==> src/rtl/spq_pkg.sv <==
`default_nettype none
package spq_pkg;

   localparam int DEPTH       = 16;
   localparam int ID_WIDTH    = 16;
   localparam int PRIO_WIDTH  = 8;
   localparam int COUNT_WIDTH = $clog2(DEPTH + 1);

   typedef enum logic [0:0] {
      FUNC_INSERT = 1'b0,
      FUNC_REMOVE = 1'b1
   } func_type;

   typedef enum logic [1:0] {
      STATUS_INSERTED = 2'd0,
      STATUS_REMOVED  = 2'd1,
      STATUS_EMPTY    = 2'd2,
      STATUS_FULL     = 2'd3
   } status_type;

   typedef struct packed {
      func_type    func;
      logic [15:0] req_id;
      logic [7:0]  priority_req;
   } req_type;

   typedef struct packed {
      status_type  status;
      logic [15:0] out_id;
      logic [7:0]  out_priority;
      logic [4:0]  occupancy;
   } rsp_type;

   typedef struct packed {
      logic [ID_WIDTH-1:0]   id;
      logic [PRIO_WIDTH-1:0] prio;
   } entry_type;

   // command broadcast to every cell of the chain
   typedef struct packed {
      logic      insert;
      logic      remove;
      entry_type entry;
   } spq_cmd_type;

endpackage
`default_nettype wire

==> src/rtl/spq_cell.sv <==
`default_nettype none
module spq_cell import spq_pkg::*; (
   input  wire logic        clock,
   input  wire spq_cmd_type cmd,
   input  wire logic        valid_here,
   input  wire logic        left_keep,
   input  wire entry_type   left_entry,
   input  wire entry_type   right_entry,
   output logic             keep,
   output entry_type        entry
);

   entry_type entry_ff;
   entry_type entry_in;

   // stay put if the new entry ranks behind this one (ties go behind)
   assign keep  = valid_here && (entry_ff.prio >= cmd.entry.prio);
   assign entry = entry_ff;

   always_comb begin
      entry_in = entry_ff;
      if (cmd.insert) begin
         if (!keep) begin
            entry_in = left_keep ? cmd.entry : left_entry;
         end
      end else if (cmd.remove) begin
         entry_in = right_entry;
      end
   end

   always_ff @(posedge clock) begin
      entry_ff <= entry_in;
   end

endmodule
`default_nettype wire

==> src/rtl/stable_priority_queue_unit.sv <==
// Latency: a result word appears in the cycle after its request word is taken.
// Throughput: one request word per cycle; every cell updates in parallel on
// insert and remove. The output register is the only stage, and a new
// request is taken whenever it is empty or being drained.
// Reset (synchronous, active high) empties the queue and drops any held result.
`default_nettype none
module stable_priority_queue_unit import spq_pkg::*; (
   input  wire logic    clock,
   input  wire logic    reset,
   input  wire logic    req_valid,
   output logic         req_stall,
   input  wire req_type req_payload,
   output logic         rsp_valid,
   input  wire logic    rsp_stall,
   output rsp_type      rsp_payload
);

   logic [COUNT_WIDTH-1:0] count_ff;
   logic [COUNT_WIDTH-1:0] count_in;
   logic                   rsp_valid_ff;
   logic                   rsp_valid_in;
   rsp_type                rsp_ff;
   rsp_type                rsp_in;

   logic        accept;
   logic        is_full;
   logic        is_empty;
   spq_cmd_type cmd;

   logic      [DEPTH-1:0] cell_valid;
   logic      [DEPTH-1:0] keep_chain;
   entry_type             entry_chain [DEPTH];

   // Hold the request side only while a finished word waits downstream.
   assign req_stall   = rsp_valid_ff && rsp_stall;
   assign accept      = req_valid && !req_stall;
   assign rsp_valid   = rsp_valid_ff;
   assign rsp_payload = rsp_ff;

   assign is_full  = (count_ff == COUNT_WIDTH'(DEPTH));
   assign is_empty = (count_ff == '0);

   // Broadcast the operation; full inserts and empty removes leave the cells alone.
   always_comb begin
      cmd.insert     = accept && (req_payload.func == FUNC_INSERT) && !is_full;
      cmd.remove     = accept && (req_payload.func == FUNC_REMOVE) && !is_empty;
      cmd.entry.id   = ID_WIDTH'(req_payload.req_id);
      cmd.entry.prio = PRIO_WIDTH'(req_payload.priority_req);
   end

   // Cells form a sorted chain: head at cell 0, occupied cells packed at the front.
   // On insert each cell keeps, takes the new entry, or takes its left neighbor;
   // on remove each cell takes its right neighbor.
   for (genvar i = 0; i < DEPTH; i++) begin : g_cell
      entry_type left_entry;
      entry_type right_entry;
      logic      left_keep;

      assign cell_valid[i] = (COUNT_WIDTH'(i) < count_ff);

      if (i == 0) begin : g_head
         assign left_keep  = 1'b1;
         assign left_entry = cmd.entry;
      end else begin : g_body
         assign left_keep  = keep_chain[i-1];
         assign left_entry = entry_chain[i-1];
      end

      if (i == DEPTH - 1) begin : g_tail
         assign right_entry = entry_chain[i];
      end else begin : g_inner
         assign right_entry = entry_chain[i+1];
      end

      spq_cell u_cell (
         .clock       (clock),
         .cmd         (cmd),
         .valid_here  (cell_valid[i]),
         .left_keep   (left_keep),
         .left_entry  (left_entry),
         .right_entry (right_entry),
         .keep        (keep_chain[i]),
         .entry       (entry_chain[i])
      );
   end

   // Advance the fill count with the cells.
   always_comb begin
      count_in = count_ff;
      if (cmd.insert) begin
         count_in = count_ff + COUNT_WIDTH'(1);
      end else if (cmd.remove) begin
         count_in = count_ff - COUNT_WIDTH'(1);
      end
   end

   // Build the result word from the state seen before the update; occupancy gives the count after it.
   always_comb begin
      rsp_in              = rsp_ff;
      rsp_valid_in        = rsp_valid_ff && rsp_stall;
      if (accept) begin
         rsp_valid_in        = 1'b1;
         rsp_in.out_id       = '0;
         rsp_in.out_priority = '0;
         rsp_in.occupancy    = 5'(count_in);
         unique case (req_payload.func)
            FUNC_INSERT: begin
               rsp_in.status = is_full ? STATUS_FULL : STATUS_INSERTED;
            end
            FUNC_REMOVE: begin
               if (is_empty) begin
                  rsp_in.status = STATUS_EMPTY;
               end else begin
                  rsp_in.status       = STATUS_REMOVED;
                  rsp_in.out_id       = 16'(entry_chain[0].id);
                  rsp_in.out_priority = 8'(entry_chain[0].prio);
               end
            end
            default: begin
               rsp_in.status = STATUS_EMPTY;
            end
         endcase
      end
   end

   always_ff @(posedge clock) begin
      if (reset) begin
         count_ff     <= '0;
         rsp_valid_ff <= 1'b0;
      end else begin
         count_ff     <= count_in;
         rsp_valid_ff <= rsp_valid_in;
      end
   end

   always_ff @(posedge clock) begin
      rsp_ff <= rsp_in;
   end

endmodule
`default_nettype wire

==> config.mk <==
export PLATFORM = sky130hd
export DESIGN_NAME = stable_priority_queue_unit
export DESIGN_NICKNAME = d
export VERILOG_FILES = /design/src/rtl/spq_pkg.sv /design/src/rtl/spq_cell.sv /design/src/rtl/stable_priority_queue_unit.sv
export SDC_FILE = /design/constraint.sdc
export NUM_CORES = 1
export LEC_CHECK = 0
export ABC_AREA = 1
export BUFFER_PORTS_ARGS = -buffer_cell sky130_fd_sc_hd__buf_4
export CAP_MARGIN = 10
export CORE_MARGIN = 5
export CORE_UTILIZATION = 40
export CTS_BUF_LIST = sky130_fd_sc_hd__clkbuf_16
export CTS_CLUSTER_DIAMETER = 200
export DETAILED_ROUTE_END_ITERATION = 10
export HOLD_SLACK_MARGIN = 0.15
export PLACE_DENSITY = 0.56
export SYNTH_ARGS = -nofsm -noshare
export SYNTH_HDL_FRONTEND = slang
export SYNTH_SLANG_ARGS = --single-unit
==> constraint.sdc <==
create_clock -name clock -period 3.6 [get_ports clock]
set_input_delay 0.54 -clock clock [delete_from_list [all_inputs] [get_ports clock]]
set_output_delay 0.54 -clock clock [all_outputs]
set_load 0.01 [all_outputs]
# Yosys cells after proc, flatten, opt, wreduce, memory -nomap -nowiden

Index checks and enable logic that the tools add are counted.

Flip-flop bits (word level): 421
Bits of input ports: 29
Output and inout bits: 33
Logic and storage cells: 200

$add $sub $neg: 2
$lt $le $gt $ge: 32
Equal/unequal tests: 16
Multiplexer cells: 66
Bitwise logic cells: 2
Reduce and logical (&&, ||, !) cells: 44

Operator list:

| operator                                                  | count |
|---|---|
| 2-to-1 mux 24 bit                                         | 60 |
| greater-or-equal comparator 8 bit                         | 16 |
| less-than comparator 4 x 5 -> 1 bit, first input constant | 8 |
| AND reduction 2 bit                                       | 16 |
| inequality test 2 bit, second input constant              | 15 |
| logical AND 1 bit                                         | 22 |
| less-than comparator 3 x 5 -> 1 bit, first input constant | 4 |
| less-than comparator 1 x 5 -> 1 bit, first input constant | 2 |
| less-than comparator 2 x 5 -> 1 bit, first input constant | 2 |
| 2-to-1 mux 5 bit                                          | 2 |
| adder 5 x 1 -> 5 bit, second input constant               | 1 |
| == test 5 bit, second input constant                      | 1 |
| logical NOT 5 bit                                         | 1 |
| subtractor 5 x 1 -> 5 bit, second input constant          | 1 |
| 2-to-1 mux 2 bit                                          | 2 |
| one-hot mux 2 bit (2 select lines)                        | 1 |
| logical NOT 1 bit                                         | 3 |
| inverter 1 bit                                            | 2 |
| nonzero test 2 bit                                        | 1 |
| OR reduction 2 bit                                        | 1 |
| 2-to-1 mux 1 bit                                          | 1 |

# Depth between registers and ports, before layout

Word-level depth: 7
Depth in mapped cells: 15
Mapped depth without buffers: 14

# By module

From an unflattened synthesis, not the netlist that was laid out.

Cell total of the unflattened synthesis: 2907
Area, all modules: 25085.3 um^2

By module, submodules not included:

| module                     | instances | cells each | area an instance (um^2) | sequential area each (um^2) |
|---|---|---|---|---|
| spq_cell                   | 16        | 170        | 1457.6                  | 720.7 |
| stable_priority_queue_unit | 1         | 187        | 1762.9                  | 1051.0 |

# Worst setup path after synthesis

No wires, ideal clock.

Kind: input -> register
Start: input port req_payload[5] (netlist name)
End: register g_cell[15].u_cell.entry_ff, in the netlist g_cell[15].u_cell.entry[0] (enable)
Library setup time: 0.413 ns
Data arrival time: 2.717 ns
Required time: 3.187 ns
Setup slack: 0.470 ns
Stages: 7
Path buffers: 0
Path through: inv_1 -> ha_1 -> a21oi_1 -> nor3_1 -> nor2_1 -> nand4_1 -> a21oi_1

Cells in the longest elaborated chain, start to end: 4

RTL lines:

| element                           | line                             | RTL |
|---|---|---|
| start: declaration                | stable_priority_queue_unit.sv:12 | `input wire req_type req_payload,` |
| greater-or-equal comparator 8 bit | spq_cell.sv:17                   | `assign keep = valid_here && (entry_ff.prio >= cmd.entry.prio);` |
| logical AND 1 bit                 | spq_cell.sv:17                   |  |
| inverter 1 bit (no line)          | -                                |  |
| AND reduction 2 bit (no line)     | -                                |  |
| end signal: assignment            | spq_cell.sv:32                   | `entry_ff <= entry_in;` |
| end: declaration                  | spq_cell.sv:13                   | `entry_type entry_ff;` |

Every way passes these cells.
A chain may end at the register's enable or synchronous reset.

==> results.json <==
{
  "antenna_cells": 0,
  "seqPwrFrac": 0.480,
  "syn_inst": 3298,
  "grt_pass1_vias": 18384,
  "core-area_mm2": 0.0618,
  "ant_nets": 0,
  "std_cell_rows": 91,
  "drt_iter0_markers": 1278,
  "dp_hpwl_um": 43900,
  "synth_cell_types": 28,
  "cp-end-kind": "flip-flop",
  "slew_viol_final": 0,
  "maxSlewHeadroom": 0.288,
  "grt_max_degree": 196,
  "num_io_pins": 62,
  "crit_type": "flip-flop to flip-flop",
  "syn-cell-area_mm2": 0.0250,
  "vias_per_cell": 4.43,
  "switchingPower_mw": 3.77,
  "critPathLaunchType": "flip-flop",
  "synth_fp_nets": 3458,
  "final_util": 0.450,
  "place_congestion": 0.817,
  "p_leak_nw": 16.0,
  "hp-class": "primary input to flip-flop",
  "hold_viol": 0,
  "syn_avg_cell_area_um2": 7.59,
  "peakVddDrop_mv": 0.307,
  "path_max_fanout": 21,
  "clk-insertion-delay-late_ps": 600,
  "power.share.clock": 0.348,
  "power.density_mw_per_mm2": 472,
  "drive_gt1_frac": 0.0651,
  "finalWorstSetupSlack_ps": 625,
  "hold_depth": 3,
  "port_buffers": 61,
  "clock_skew_ps": 20.4,
  "start_util": 0.405,
  "first_pass_iters": 6,
  "holdPathEnd": "g_cell[15].u_cell.entry[11]$_DFFE_PP_",
  "root_buffer": "clkbuf_16",
  "route.detailed.drc": 0,
  "synth.largest_area_cell": "edfxtp_1",
  "clkSlewWorstSetupHoldPaths_ps": 60,
  "worstPathRequired_ps": 4050,
  "fin_crit_sh": 0.826,
  "worst_slew_pin_slew_ps": 1070,
  "status": "finished, final reports clean",
  "cap_violations": 0,
  "grt.overflow.total": 0,
  "numCtsBuffers": 49,
  "dieArea_mm2": 0.0677,
  "ys_warn_count": 0,
  "r2r_setup_slack_ps": 620,
  "area_growth_pct": 11.1,
  "comb_power_share": 0.172,
  "gr-usage-all-layers": 0.175,
  "cp.arrival_ps": 3430,
  "postCtsSetupBuffers": 0,
  "setup_tns_ps": 0,
  "grt_pass1_wl_um": 97800,
  "total_power_mw": 13.1,
  "die_w_um": 260,
  "finalSetupViolations": 0,
  "swShare": 0.287,
  "wl_um": 59600,
  "yosysSeqAreaShare": 0.502,
  "antenna_found_initial": 0,
  "via_count": 18666,
  "r2r_start": "count_ff[0]$_SDFF_PP0_",
  "power.internal_mw": 9.38,
  "die_y_um": 260,
  "fmax_ghz": 0.336,
  "synth.area.top_cells": "edfxtp_1 (50%), nand2_1 (29%), ha_1 (6.5%)",
  "rsz0062_at_grt": "false",
  "finish.net_count": 3504,
  "reg2reg_depth": 10,
  "synth_seq_cells": 421,
  "period_minus_slack_ps": 2980,
  "htreeDepth": 2,
  "cts-resized-gates": 0,
  "cts_tree": "yes",
  "clock_path_buffers": 3,
  "routedWlPerCell_um": 14.1,
  "cts_sinks": 421,
  "place_ws_ps": 600,
  "synth_top_area_frac": 0.498,
  "min_from": "req_payload[11]",
  "r2r_end": "g_cell[2].u_cell.entry[7]$_DFFE_PP_"
}
synth_stat cells, drive strengths merged:
cell,instances
edfxtp,415
a21oi,43
clkbuf,56
o31ai,1
o21ai,33
nor2,62
nor3,3
and2,2
buf,78
a31oi,1
o21a,14
nand3,43
ha,131
xor2,4
nand2,1973
inv,425
nand4,6
nand3b,2
dfxtp,6
power groups by stage:
stage	Clock, mW	Combinational (mW)	Sequential, mW
final	4.58	2.26	6.30
after global routing	4.93	2.65	6.35
after detailed placement	0	2.27	6.41
after floorplan	0	1.65	6.35
after CTS	4.72	2.29	6.31
after global placement	0	2.24	6.39
routing by layer:
layer	track usage	routed length [um]
met1	0.251	29300
met2	0.283	27000
met3	0.0253	2290
met4	0.0409	999
met5	0	0
per-stage QoR:
step / std cells / hold WS [ps] / instance area [um2]
after floorplan: 3298 / 494 / 25000
after global placement: 4128 / 496 / 26400
after detailed placement: 4128 / 502 / 26400
after CTS: 4214 / 225 / 27800
after global routing: 4214 / 255 / 27800
final: 4214 / 259 / 27800
how the worst max path moves through the flow:
stage                            from                                     to  slack [ps]
5_1_grt        count_ff[0]$_SDFF_PP0_    g_cell[5].u_cell.entry[4]$_DFFE_PP_         350
6_report       count_ff[0]$_SDFF_PP0_    g_cell[2].u_cell.entry[7]$_DFFE_PP_         620
3_5_place_dp   count_ff[0]$_SDFF_PP0_  g_cell[12].u_cell.entry[19]$_DFFE_PP_         600
3_3_place_gp   count_ff[0]$_SDFF_PP0_   g_cell[14].u_cell.entry[4]$_DFFE_PP_         650
4_1_cts        count_ff[0]$_SDFF_PP0_  g_cell[12].u_cell.entry[14]$_DFFE_PP_         600
2_1_floorplan          req_payload[5]   g_cell[15].u_cell.entry[0]$_DFFE_PP_         470
critical path, stage by stage (launching register included):
cell and delay (ps):
dfxtp_1 490, inv_1 190, ha_1 320, nand4_1 240, nand2_8 180, inv_2 340, buf_4 290, nand2_1 430
nand2_1 190, nand2_1 80, nand2_1 60
timing repair:
action                                  4_1_cts  5_1_grt
hold endpoints to repair                      4        0
endpoints found under the setup margin        0        0
hold buffers                                  2        0
area by class of cell:
class                      instances  area [um2]
fill                            6239       34000
timing repair buffer             129         986
multi-input combinational       2318       10200
clock buffer                      49        1230
sequential                       421       12600
clock inverter                    35         203
inverter                         425        1600
tap                              837        1050
logic make-up (layout without fill, tap and decap cells):
| kind of cell | after synthesis | after routing | synth area share |
|---|---|---|---|
| AND/OR/NAND/NOR | 2091 | 2091 | 0.320 |
| adder cells (fa/ha/maj) | 131 | 131 | 0.0655 |
| flip-flops | 421 | 421 | 0.502 |
| AO/OA/AOI/OAI | 92 | 92 | 0.0199 |
| XOR/XNOR | 4 | 4 | 0.00140 |
| buffers and inverters | 559 | 638 | 0.0912 |
registers in the layout, indices dropped and copies added (netlist names):
name	cells
count_ff	5
g_cell.u_cell.entry	384
rsp_payload	31
rsp_valid	1
cells in the final DEF (no fill, tap or decap), types with 2 or more instances in the layout:
cell type         n
nand2_1        1950
edfxtp_1        415
ha_1            131
inv_1           429
xor2_1            4
clkinv_2          7
clkbuf_16        49
nand3b_1          2
inv_16            2
dfxtp_1           6
nand3_1          43
nand4_1           6
o21ai_1           5
nor2_1           60
a21oi_1          42
dlygate4sd3_1     2
nor3_1            3
buf_4           126
nand2_2          22
and2_1            2
o21a_1           14
clkinv_1         13
o21ai_0          28
inv_2             7
No activity file was read; power rests on OpenSTA's default activity.
